===== src/sv/xerr_pkg.sv =====
`timescale 1ns / 1ps
// ----------------------------------------------------------------------------
// xerr_pkg
// shared types and character constants for the reference recognizer
// ----------------------------------------------------------------------------
package xerr_pkg;

    localparam int CP_W = 21;

    localparam logic [7:0] CH_NUL  = 8'h00;
    localparam logic [7:0] CH_AMP  = 8'h26;
    localparam logic [7:0] CH_HASH = 8'h23;
    localparam logic [7:0] CH_X    = 8'h78;
    localparam logic [7:0] CH_SEMI = 8'h3b;

    typedef enum logic [3:0] {
        PH_DONE       = 4'd0,
        PH_LEAD       = 4'd1,
        PH_HASH       = 4'd2,
        PH_DEC_MORE   = 4'd3,
        PH_HEX_FIRST  = 4'd4,
        PH_HEX_MORE   = 4'd5,
        PH_NAME_NEXT  = 4'd6,
        PH_CONT_START = 4'd7,
        PH_CONT_NEXT  = 4'd8
    } phase_t;

    typedef struct packed {
        phase_t            phase;
        logic              lead_amp;
        logic [CP_W-1:0]   acc;
        logic [1:0]        bytes_left;
        logic [1:0]        seq_len;
    } xerr_state_t;

    typedef struct packed {
        logic verdict_valid;
        logic is_entity;
    } xerr_verdict_t;

    function automatic logic is_digit(input logic [7:0] b);
        is_digit = (b >= 8'h30) && (b <= 8'h39);
    endfunction

    function automatic logic is_hex(input logic [7:0] b);
        is_hex = is_digit(b) || ((b >= 8'h61) && (b <= 8'h66)) ||
                 ((b >= 8'h41) && (b <= 8'h46));
    endfunction

endpackage


===== src/sv/xerr_cpclass.sv =====
`timescale 1ns / 1ps
// ----------------------------------------------------------------------------
// xerr_cpclass
// classifies a code point as name start char and as name char
// ----------------------------------------------------------------------------
module xerr_cpclass (
    input  logic [xerr_pkg::CP_W-1:0] cp,
    output logic                      start_ok,
    output logic                      name_ok,
    output logic [1:0]                nat_len
);
    import xerr_pkg::*;

    always_comb
    begin
        start_ok = (cp == 21'h3a) || (cp == 21'h5f) ||
                   (cp >= 21'h41 && cp <= 21'h5a) ||
                   (cp >= 21'h61 && cp <= 21'h7a) ||
                   (cp >= 21'hc0 && cp <= 21'hd6) ||
                   (cp >= 21'hd8 && cp <= 21'hf6) ||
                   (cp >= 21'hf8 && cp <= 21'h2ff) ||
                   (cp >= 21'h370 && cp <= 21'h37d) ||
                   (cp >= 21'h37f && cp <= 21'h1fff) ||
                   (cp >= 21'h200c && cp <= 21'h200d) ||
                   (cp >= 21'h2070 && cp <= 21'h218f) ||
                   (cp >= 21'h2c00 && cp <= 21'h2fef) ||
                   (cp >= 21'h3001 && cp <= 21'hd7ff) ||
                   (cp >= 21'hf900 && cp <= 21'hfdcf) ||
                   (cp >= 21'hfdf0 && cp <= 21'hfffd) ||
                   (cp >= 21'h10000 && cp <= 21'heffff);

        name_ok = start_ok || (cp == 21'h2d) || (cp == 21'h2e) ||
                  (cp >= 21'h30 && cp <= 21'h39) || (cp == 21'hb7) ||
                  (cp >= 21'h300 && cp <= 21'h36f) ||
                  (cp >= 21'h203f && cp <= 21'h2040);

        // encoded length minus one
        if (cp <= 21'h7f)
            nat_len = 2'd0;
        else if (cp <= 21'h7ff)
            nat_len = 2'd1;
        else if (cp <= 21'hffff)
            nat_len = 2'd2;
        else
            nat_len = 2'd3;
    end

endmodule


===== src/sv/xerr_step.sv =====
`timescale 1ns / 1ps
// ----------------------------------------------------------------------------
// xerr_step
// next-state and verdict logic for one byte of the string
// ----------------------------------------------------------------------------
module xerr_step (
    input  xerr_pkg::xerr_state_t   state,
    input  logic [7:0]              data_byte,
    input  logic                    first,
    output xerr_pkg::xerr_state_t   state_next,
    output xerr_pkg::xerr_verdict_t verdict
);
    import xerr_pkg::*;

    logic [CP_W-1:0] acc_shift;
    logic [1:0]      left_dec;
    logic            in_cont;
    logic [CP_W-1:0] cls_cp;
    logic            cls_start;
    logic            cls_name;
    logic [1:0]      cls_len;
    logic            want_start;
    logic            char_ok;
    logic            decided;
    logic            accept;

    assign acc_shift = {state.acc[CP_W-7:0], data_byte[5:0]};
    assign left_dec  = state.bytes_left - 2'd1;
    assign in_cont   = (state.phase == PH_CONT_START) || (state.phase == PH_CONT_NEXT);
    assign cls_cp    = in_cont ? acc_shift : {{(CP_W-8){1'b0}}, data_byte};

    xerr_cpclass u_cpclass (
        .cp       (cls_cp),
        .start_ok (cls_start),
        .name_ok  (cls_name),
        .nat_len  (cls_len)
    );

    assign want_start = (state.phase == PH_LEAD) || (state.phase == PH_CONT_START);
    assign char_ok    = want_start ? cls_start : cls_name;

    always_comb
    begin
        state_next = state;
        decided    = 1'b0;
        accept     = 1'b0;

        if (first) begin
            state_next.lead_amp   = (data_byte == CH_AMP);
            state_next.bytes_left = 2'd0;
            if (data_byte == CH_NUL)
                decided = 1'b1;
            else
                state_next.phase = PH_LEAD;
        end else begin
            unique case (state.phase) inside
                PH_LEAD, PH_NAME_NEXT:
                begin
                    if (state.phase == PH_LEAD && state.lead_amp && data_byte == CH_HASH)
                        state_next.phase = PH_HASH;
                    else if (state.phase == PH_NAME_NEXT && data_byte == CH_SEMI) begin
                        decided = 1'b1;
                        accept  = 1'b1;
                    end else if (!data_byte[7]) begin
                        if (char_ok)
                            state_next.phase = PH_NAME_NEXT;
                        else
                            decided = 1'b1;
                    end else if (data_byte[7:5] == 3'b110) begin
                        state_next.acc        = {{(CP_W-5){1'b0}}, data_byte[4:0]};
                        state_next.bytes_left = 2'd1;
                        state_next.seq_len    = 2'd1;
                    end else if (data_byte[7:4] == 4'b1110) begin
                        state_next.acc        = {{(CP_W-4){1'b0}}, data_byte[3:0]};
                        state_next.bytes_left = 2'd2;
                        state_next.seq_len    = 2'd2;
                    end else if (data_byte[7:3] == 5'b11110) begin
                        state_next.acc        = {{(CP_W-3){1'b0}}, data_byte[2:0]};
                        state_next.bytes_left = 2'd3;
                        state_next.seq_len    = 2'd3;
                    end else
                        decided = 1'b1;
                    // multi-byte lead opens a continuation phase
                    if (data_byte[7] && !decided)
                        state_next.phase = (state.phase == PH_LEAD) ? PH_CONT_START
                                                                    : PH_CONT_NEXT;
                end
                PH_HASH:
                begin
                    if (data_byte == CH_X)
                        state_next.phase = PH_HEX_FIRST;
                    else if (is_digit(data_byte))
                        state_next.phase = PH_DEC_MORE;
                    else
                        decided = 1'b1;
                end
                PH_DEC_MORE:
                begin
                    if (data_byte == CH_SEMI) begin
                        decided = 1'b1;
                        accept  = 1'b1;
                    end else if (!is_digit(data_byte))
                        decided = 1'b1;
                end
                PH_HEX_FIRST:
                begin
                    if (is_hex(data_byte))
                        state_next.phase = PH_HEX_MORE;
                    else
                        decided = 1'b1;
                end
                PH_HEX_MORE:
                begin
                    if (data_byte == CH_SEMI) begin
                        decided = 1'b1;
                        accept  = 1'b1;
                    end else if (!is_hex(data_byte))
                        decided = 1'b1;
                end
                PH_CONT_START, PH_CONT_NEXT:
                begin
                    if (data_byte[7:6] != 2'b10)
                        decided = 1'b1;
                    else begin
                        state_next.acc        = acc_shift;
                        state_next.bytes_left = left_dec;
                        if (left_dec == 2'd0) begin
                            // overlong forms fail the length check
                            if (cls_len == state.seq_len && char_ok)
                                state_next.phase = PH_NAME_NEXT;
                            else
                                decided = 1'b1;
                        end
                    end
                end
                default:
                begin
                end
            endcase
        end

        if (decided) begin
            state_next.phase      = PH_DONE;
            state_next.bytes_left = 2'd0;
        end

        verdict.verdict_valid = decided;
        verdict.is_entity     = decided && accept;
    end

endmodule


===== src/sv/xml_entity_reference_recognizer_core.sv =====
`timescale 1ns / 1ps
// ----------------------------------------------------------------------------
// xml_entity_reference_recognizer_core
// byte-stream recognizer for xml character and entity references
// ----------------------------------------------------------------------------
// Takes one byte of a string per request (first marks a new string, a zero
// byte ends it) and emits one result per byte: verdict_valid is high on the
// byte that decides whether the string begins with "&#x" hex digits ';',
// "&#" decimal digits ';', or a byte followed by an xml name and ';', and
// is_entity then gives the answer. Name characters are decoded from utf-8
// and checked against the name start / name char ranges. Throughput is one
// byte per clock: a request is registered on accept, then the per-byte state
// update and character range compares run on the registered byte and load
// the result register when it is free. Both stages hold under backpressure,
// and the input side keeps accepting while a result waits as long as the
// result register is freed that cycle.
// ----------------------------------------------------------------------------
module xml_entity_reference_recognizer_core (
    input  logic       clk,
    input  logic       rst_n,
    input  logic       in_valid,
    output logic       in_ready,
    input  logic [7:0] data_byte,
    input  logic       first,
    output logic       out_valid,
    input  logic       out_ready,
    output logic       verdict_valid,
    output logic       is_entity
);
    import xerr_pkg::*;

    // input stage
    logic          in_vld_reg;
    logic [7:0]    byte_reg;
    logic          first_reg;

    // recognizer state
    xerr_state_t   state_reg;
    xerr_state_t   state_next;
    xerr_verdict_t verdict_next;

    // result stage
    logic          out_vld_reg;
    xerr_verdict_t verdict_reg;

    logic          advance;
    logic          in_take;

    // the input request moves on when the result register is free
    assign advance  = in_vld_reg && (!out_vld_reg || out_ready);
    assign in_ready = !in_vld_reg || advance;
    assign in_take  = in_valid && in_ready;

    xerr_step u_step (
        .state      (state_reg),
        .data_byte  (byte_reg),
        .first      (first_reg),
        .state_next (state_next),
        .verdict    (verdict_next)
    );

    always_ff @(posedge clk or negedge rst_n)
    begin
        if (!rst_n) begin
            in_vld_reg  <= 1'b0;
            out_vld_reg <= 1'b0;
            state_reg   <= '{phase: PH_DONE, lead_amp: 1'b0, acc: '0,
                             bytes_left: 2'd0, seq_len: 2'd0};
        end else begin
            if (in_take)
                in_vld_reg <= 1'b1;
            else if (advance)
                in_vld_reg <= 1'b0;

            if (advance) begin
                out_vld_reg <= 1'b1;
                state_reg   <= state_next;
            end else if (out_ready)
                out_vld_reg <= 1'b0;
        end
    end

    // payload registers
    always_ff @(posedge clk)
    begin
        if (in_take) begin
            byte_reg  <= data_byte;
            first_reg <= first;
        end
        if (advance)
            verdict_reg <= verdict_next;
    end

    assign out_valid     = out_vld_reg;
    assign verdict_valid = verdict_reg.verdict_valid;
    assign is_entity     = verdict_reg.is_entity;

`ifndef SYNTHESIS
    // a positive answer is only ever given together with a verdict
    assert property (@(posedge clk) disable iff (!rst_n)
        out_valid |-> (!is_entity || verdict_valid))
    else $error("is_entity without verdict_valid");

    // a request leaving the input stage always lands in the result register
    assert property (@(posedge clk) disable iff (!rst_n)
        advance |=> out_vld_reg)
    else $error("advanced request lost");

    // after a verdict the recognizer waits for a new string
    assert property (@(posedge clk) disable iff (!rst_n)
        (advance && verdict_next.verdict_valid) |=> (state_reg.phase == PH_DONE))
    else $error("state not done after verdict");

    // continuation bytes are only pending inside a utf-8 sequence
    assert property (@(posedge clk) disable iff (!rst_n)
        (state_reg.bytes_left != 2'd0) |->
            (state_reg.phase == PH_CONT_START || state_reg.phase == PH_CONT_NEXT))
    else $error("bytes_left outside continuation phase");
`endif

endmodule


===== config.mk =====
export PLATFORM = sky130hd
export DESIGN_NAME = xml_entity_reference_recognizer_core
export DESIGN_NICKNAME = d
export VERILOG_FILES = /design/src/sv/xerr_pkg.sv /design/src/sv/xerr_cpclass.sv /design/src/sv/xerr_step.sv /design/src/sv/xml_entity_reference_recognizer_core.sv
export SDC_FILE = /design/constraint.sdc
export NUM_CORES = 1
export LEC_CHECK = 0
export BUFFER_PORTS_ARGS = -buffer_cell sky130_fd_sc_hd__buf_2
export CAP_MARGIN = 20
export CORE_ASPECT_RATIO = 1.2
export CORE_MARGIN = 5
export CORE_UTILIZATION = 25
export DETAILED_ROUTE_END_ITERATION = 12
export PLACE_DENSITY_LB_ADDON = 0.15
export SYNTH_ARGS = -nofsm -noshare
export SYNTH_HDL_FRONTEND = slang
export SYNTH_SLANG_ARGS = --single-unit

===== constraint.sdc =====
create_clock -name clk -period 5.7 [get_ports clk]
set_clock_uncertainty 0.1 [all_clocks]
set_input_delay 0.285 -clock clk [delete_from_list [all_inputs] [get_ports clk]]
set_output_delay 0.285 -clock clk [all_outputs]
set_load 0.02 [all_outputs]

# ---- After elaboration in Yosys (flattened, before gate mapping)
# Cells that the tools add are included.
dict set report word_totals {
  ff_bits 37
}
dict set report classes {
  n_addsub 1
  n_lt_le_gt_ge 43
  eq_ne 40
  muxes 60
  n_bitwise 3
  reduce_logical 74
}
# op count
set ops {}
lappend ops {{$mux 19} 6}
lappend ops {{$ge 21x14->1 const B} 5}
lappend ops {{$le 21x14->1 const B} 4}
lappend ops {{$le 21x16->1 const B} 4}
lappend ops {{$eq 21x6->1 const B} 3}
lappend ops {{$ge 21x10->1 const B} 3}
lappend ops {{$ge 21x8->1 const B} 3}
lappend ops {{$le 21x10->1 const B} 3}
lappend ops {{$le 21x7->1 const B} 3}
lappend ops {{$mux 4} 15}
lappend ops {{$ge 21x16->1 const B} 2}
lappend ops {{$ge 21x7->1 const B} 2}
lappend ops {{$le 21x8->1 const B} 2}
lappend ops {{$pmux 17 s2} 1}
lappend ops {{$mux 1} 29}
lappend ops {{$logic_and 1x1->1} 28}
lappend ops {{$logic_or 1x1->1} 27}
lappend ops {{$eq 8x6->1 const B} 3}
lappend ops {{$eq 21x7->1 const B} 1}
lappend ops {{$eq 21x8->1 const B} 1}
lappend ops {{$ge 21x17->1 const B} 1}
lappend ops {{$ge 21x6->1 const B} 1}
lappend ops {{$le 21x11->1 const B} 1}
lappend ops {{$le 21x13->1 const B} 1}
lappend ops {{other kinds (43)} 72}

# ---- Depth between registers and ports, before layout
dict set report logic_depth {
  ltp_word 38
  mapped_depth 13
  ltp_nobuf 10
}

# ---- Cells and area by module
# Synthesis repeated with hierarchy kept, for this count alone.
dict set report hier_totals {
  hier_cells 423
  area_unflattened_um2 3875.0
}
# mod instances cells_each area_each_um2
set modules_own_cells {}
lappend modules_own_cells {xml_entity_reference_recognizer_core 1 83 1666.6}
lappend modules_own_cells {xerr_step 1 202 1363.8}
lappend modules_own_cells {xerr_cpclass 1 138 844.6}

# ---- Worst setup path after synthesis
# Ideal clock, no wire load.
dict set report synth_path {
  kind {register to register}
  startpoint {register state_reg[28] (netlist bit)}
  endpoint {register state_reg[28] (netlist bit)}
  arrival_ps 3068
  slack_ps 2405
  stages_incl_launch_ff 12
  path_buffers 1
  cell_sequence {dfrtp_1 buf_6 or4b_4 a21oi_2 o22ai_1 o41a_1 o221ai_1 nor4bb_1 and4bb_1 a32oi_1 a22oi_2 mux2_1}
}
dict set report synth_between {
  elab_chain_cells 38
  elab_cells_between_ends 132
  classes_between {order compare (37); eq/ne (23); mux (22); reduce/logical (50)}
}
# element line_no
set synth_lines {}
lappend synth_lines {{start: declaration} xml_entity_reference_recognizer_core.sv:38} ;# xerr_state_t state_reg;
lappend synth_lines {{start signal: assignment} xml_entity_reference_recognizer_core.sv:67} ;# state_reg <= '{phase: PH_DONE, lead_amp: 1'b0, acc: '0,
lappend synth_lines {{start signal: assignment} xml_entity_reference_recognizer_core.sv:77} ;# state_reg <= state_next;
lappend synth_lines {{parallel branches: the longest is 38 deep, another holds $ge 21x7->1} --}
# Several ways; the timed one is not identified. The select of a mux whose other input is x is not followed.
# A chain may end at the register's enable or synchronous reset.

# ---- Worst setup path in the final report
# Ends and elaborated chain as after synthesis.

==> results by group <==
Run status
  • Outcome: complete, no violations

Cells and area
  • # diodes: 0
  • Area grow syn2layout: 9.81%
  • Final cell count without fillers: around 560
  • Max FFs per register: 24
  • Layout cells sized above 1: around a tenth
  • Layout Utilization: between 20% and 30%
  • Nets@finish: 412
  • # fillers: 1386

Placement
  • Gpl congestion: slightly below 1
  • DPL Wire Length: 8.19 mm
  • # port buffers: 16
  • Post-Place Cells: 554

Logic synthesis
  • Fraction of registers with async set/reset: 70.3%
  • Count leader, synth: nand2_1
  • Synth cell types: 71
  • Dominant cells by area after synthesis: dfrtp_1 21%, edfxtp_1 10%, nand2_1 7.3%, nand3_1 4.1%, nor2_1 4.0%
  • Post-synth EDFFs: 11
  • Synth Register Bits: 37
  • Top cell type's share of synthesized area: 20.6%
  • Seq/Total Area, Yosys: 31.1%
  • Synth cell count leaders: 61 x nand2_1, 34 x nor2_1, 32 x clkbuf_1, 26 x dfrtp_1, 26 x nand3_1
  • Synth warnings: 0
  • Synthesized area per cell: between 7 and 8 um2
  • Synth Instances: 409
  • Mapped Area: 3150 um2
  • Most used DFF post-synth: dfrtp_1
  • Leading area contributor after synthesis: dfrtp_1
  • Syn nets: 423

Clock tree
  • CTS H-tree lvls: 2
  • Clock sink count: 37
  • Post-CTS setup buffers: 0
  • CTS buffer count: 5
  • CTS resizes: 0
  • Clock Latency Late Sink: 0.29 ns
  • CTS tree: done
  • Longest Clk Path Bufs: 2
  • CTS Root Cell: clkbuf_16
  • Clock-pin slew on the worst setup and hold paths: ~0.06 ns

Floorplanning
  • Die area: 15000 um2
  • Initial core utilization: 25.2%
  • IO Pins: 17
  • Die Ht: about 130 um
  • Total core area: 12500 um2
  • Die width: ~110 um
  • Row count: 45

Timing
  • Part of the cycle the worst path needs: 76.8%
  • Final setup fails: 0
  • Tmin final: 4.38 ns
  • Hold_ws: 0.0730 ns
  • Worst slew pin tran: 0.899 ns
  • Slew Viols, Final: 0
  • Setup TNS: 0 ns
  • Fin. Hold Viols: 0
  • Slew headroom: 39.9%
  • Unrepaired setup endpoints after global routing: no
  • FMAX: ~230 MHz

Flow run
  • Max Cap Violations: 0

Worst setup path
  • Worst EP required: 5.77 ns
  • Critical Path Fanout Max: 25
  • CP Capture Type: flop
  • CP arrival: roughly 4.5 ns
  • Critical Path Source Type: flop
  • Worst setup path class: reg -> reg

Global routing
  • First-pass GRT wire length: 17.6 mm
  • Number of global-route vias before repair: 3074
  • Initial antenna violation count: 0
  • Gr usage total: 14.9%
  • GRT overflow: 0
  • Largest net degree at the start of global routing: 27

Routing
  • WL per Instance: 19.7 um
  • Detailed-route via count: 3205
  • Drt initial violations: 234
  • Via/cell ratio: 5.69
  • Final ANT Viol Nets: 0
  • DRC violations left: 0
  • First-pass DRT Iterations: 5
  • Total Wirelength: between 10 and 15 mm

Power and ir drop
  • LEAKAGE: 1.32 nW
  • Max IR drop VDD: 0.000158 V
  • Design Power: approximately 1.3 mW
  • PwrDens: roughly 370 nW/um2

Min path
  • HP Class: in -> reg
==> final timing paths <==
path / start / to / slack (ns) / cells after the start
max: state_reg[28] / state_reg[28] / 1.32 / 10
min: data_byte[6] / byte_reg[6] / 0.07 / 1
max reg2reg: state_reg[28] / state_reg[28] / 1.32 / 10
min reg2reg: state_reg[25] / state_reg[25] / 0.40 / 2
max in group asynchronous: rst_n / state_reg[1] / 4.58 / 2
min in group asynchronous: rst_n / state_reg[25] / 0.47 / 2
==> timing repair <==
| item | in CTS | in global routing |
|---|---|---|
| endpoints found under the hold margin | 26 | 0 |
| setup endpoints to repair | 0 | 0 |
| hold buffers | 1 | 0 |
==> final cells by class <==
class / count / area, um2 / area share, %
timing repair buffer: 19 / 105 / 3.04
inverter: 5 / 18.8 / 0.542
sequential: 37 / 981 / 28.3
clock inverter: 1 / 6.26 / 0.181
clock buffer: 7 / 143 / 4.12
tap: 164 / 205 / 5.93
multi-input combinational: 330 / 2000 / 57.8
==> worst max-delay path: stages, from the launching register on <==
cell      delay (ns)
dfrtp_1         0.62
or4b_4          0.68
nand2_1         0.68
o21ai_0         0.41
nand3_1         0.18
a21oi_1         0.06
nor4bb_1        0.33
and4bb_1        0.32
a32oi_1         0.18
a22oi_2         0.33
mux2_1          0.36
==> cell usage in the layout, fill, tap and decap left out, types with 3 or more instances in the layout <==
cell       instances
nand2_1           61
nor2_1            34
nand3_1           26
dfrtp_1           26
nor3_1            23
buf_2             16
a21oi_1           15
o21ai_0           11
edfxtp_1          11
nand2b_1          10
a31oi_1           10
nor4_1             9
nand4_1            9
o22ai_1            7
nor2b_1            7
nand4b_1           6
inv_1              5
and3_1             5
or3_1              5
clkbuf_16          5
and2_1             4
o2111ai_1          4
nand3b_1           4
a22o_1             4
o221ai_1           4
or2_1              3
or4_1              3
nor4b_1            3
o211ai_1           3
mux2_2             3
a21o_1             3
==> routing by layer <==
metal | vias to the layer above | wire length, um | track usage [%] | share of wire [%]
li1 | 1515 | - | - | -
met1 | 1539 | 4730 | 18.6 | 43
met2 | 118 | 5470 | 24.4 | 49
met3 | 33 | 482 | 2.79 | 4.3
met4 | 0 | 440 | 7.21 | 4.0
met5 | - | 0 | 0 | 0
==> power by group <==
part	total, mW	internal (mW)	switching [mW]
clock	0.285	0.175	0.111
sequential	0.480	0.327	0.153
combinational	0.522	0.211	0.311
total	1.29	0.713	0.575
==> metrics by stage <==
stage,instance area (um2),setup slack [ns]
after floorplan,3150,2.40
after global placement,3300,1.39
after detailed placement,3300,1.38
after CTS,3460,1.36
after global routing,3460,1.11
final,3460,1.32
==> logic make-up after synthesis <==
logic type | count (synthesis) | share of synthesized area, %
fa+ha+maj | 1 | 0.397
mux | 7 | 2.74
simple gates | 227 | 38.6
compound gates | 91 | 20.6
flops | 37 | 31.1
buf+inv | 42 | 5.36
xor+xnor | 4 | 1.11
(Power assumes the default switching activity.)
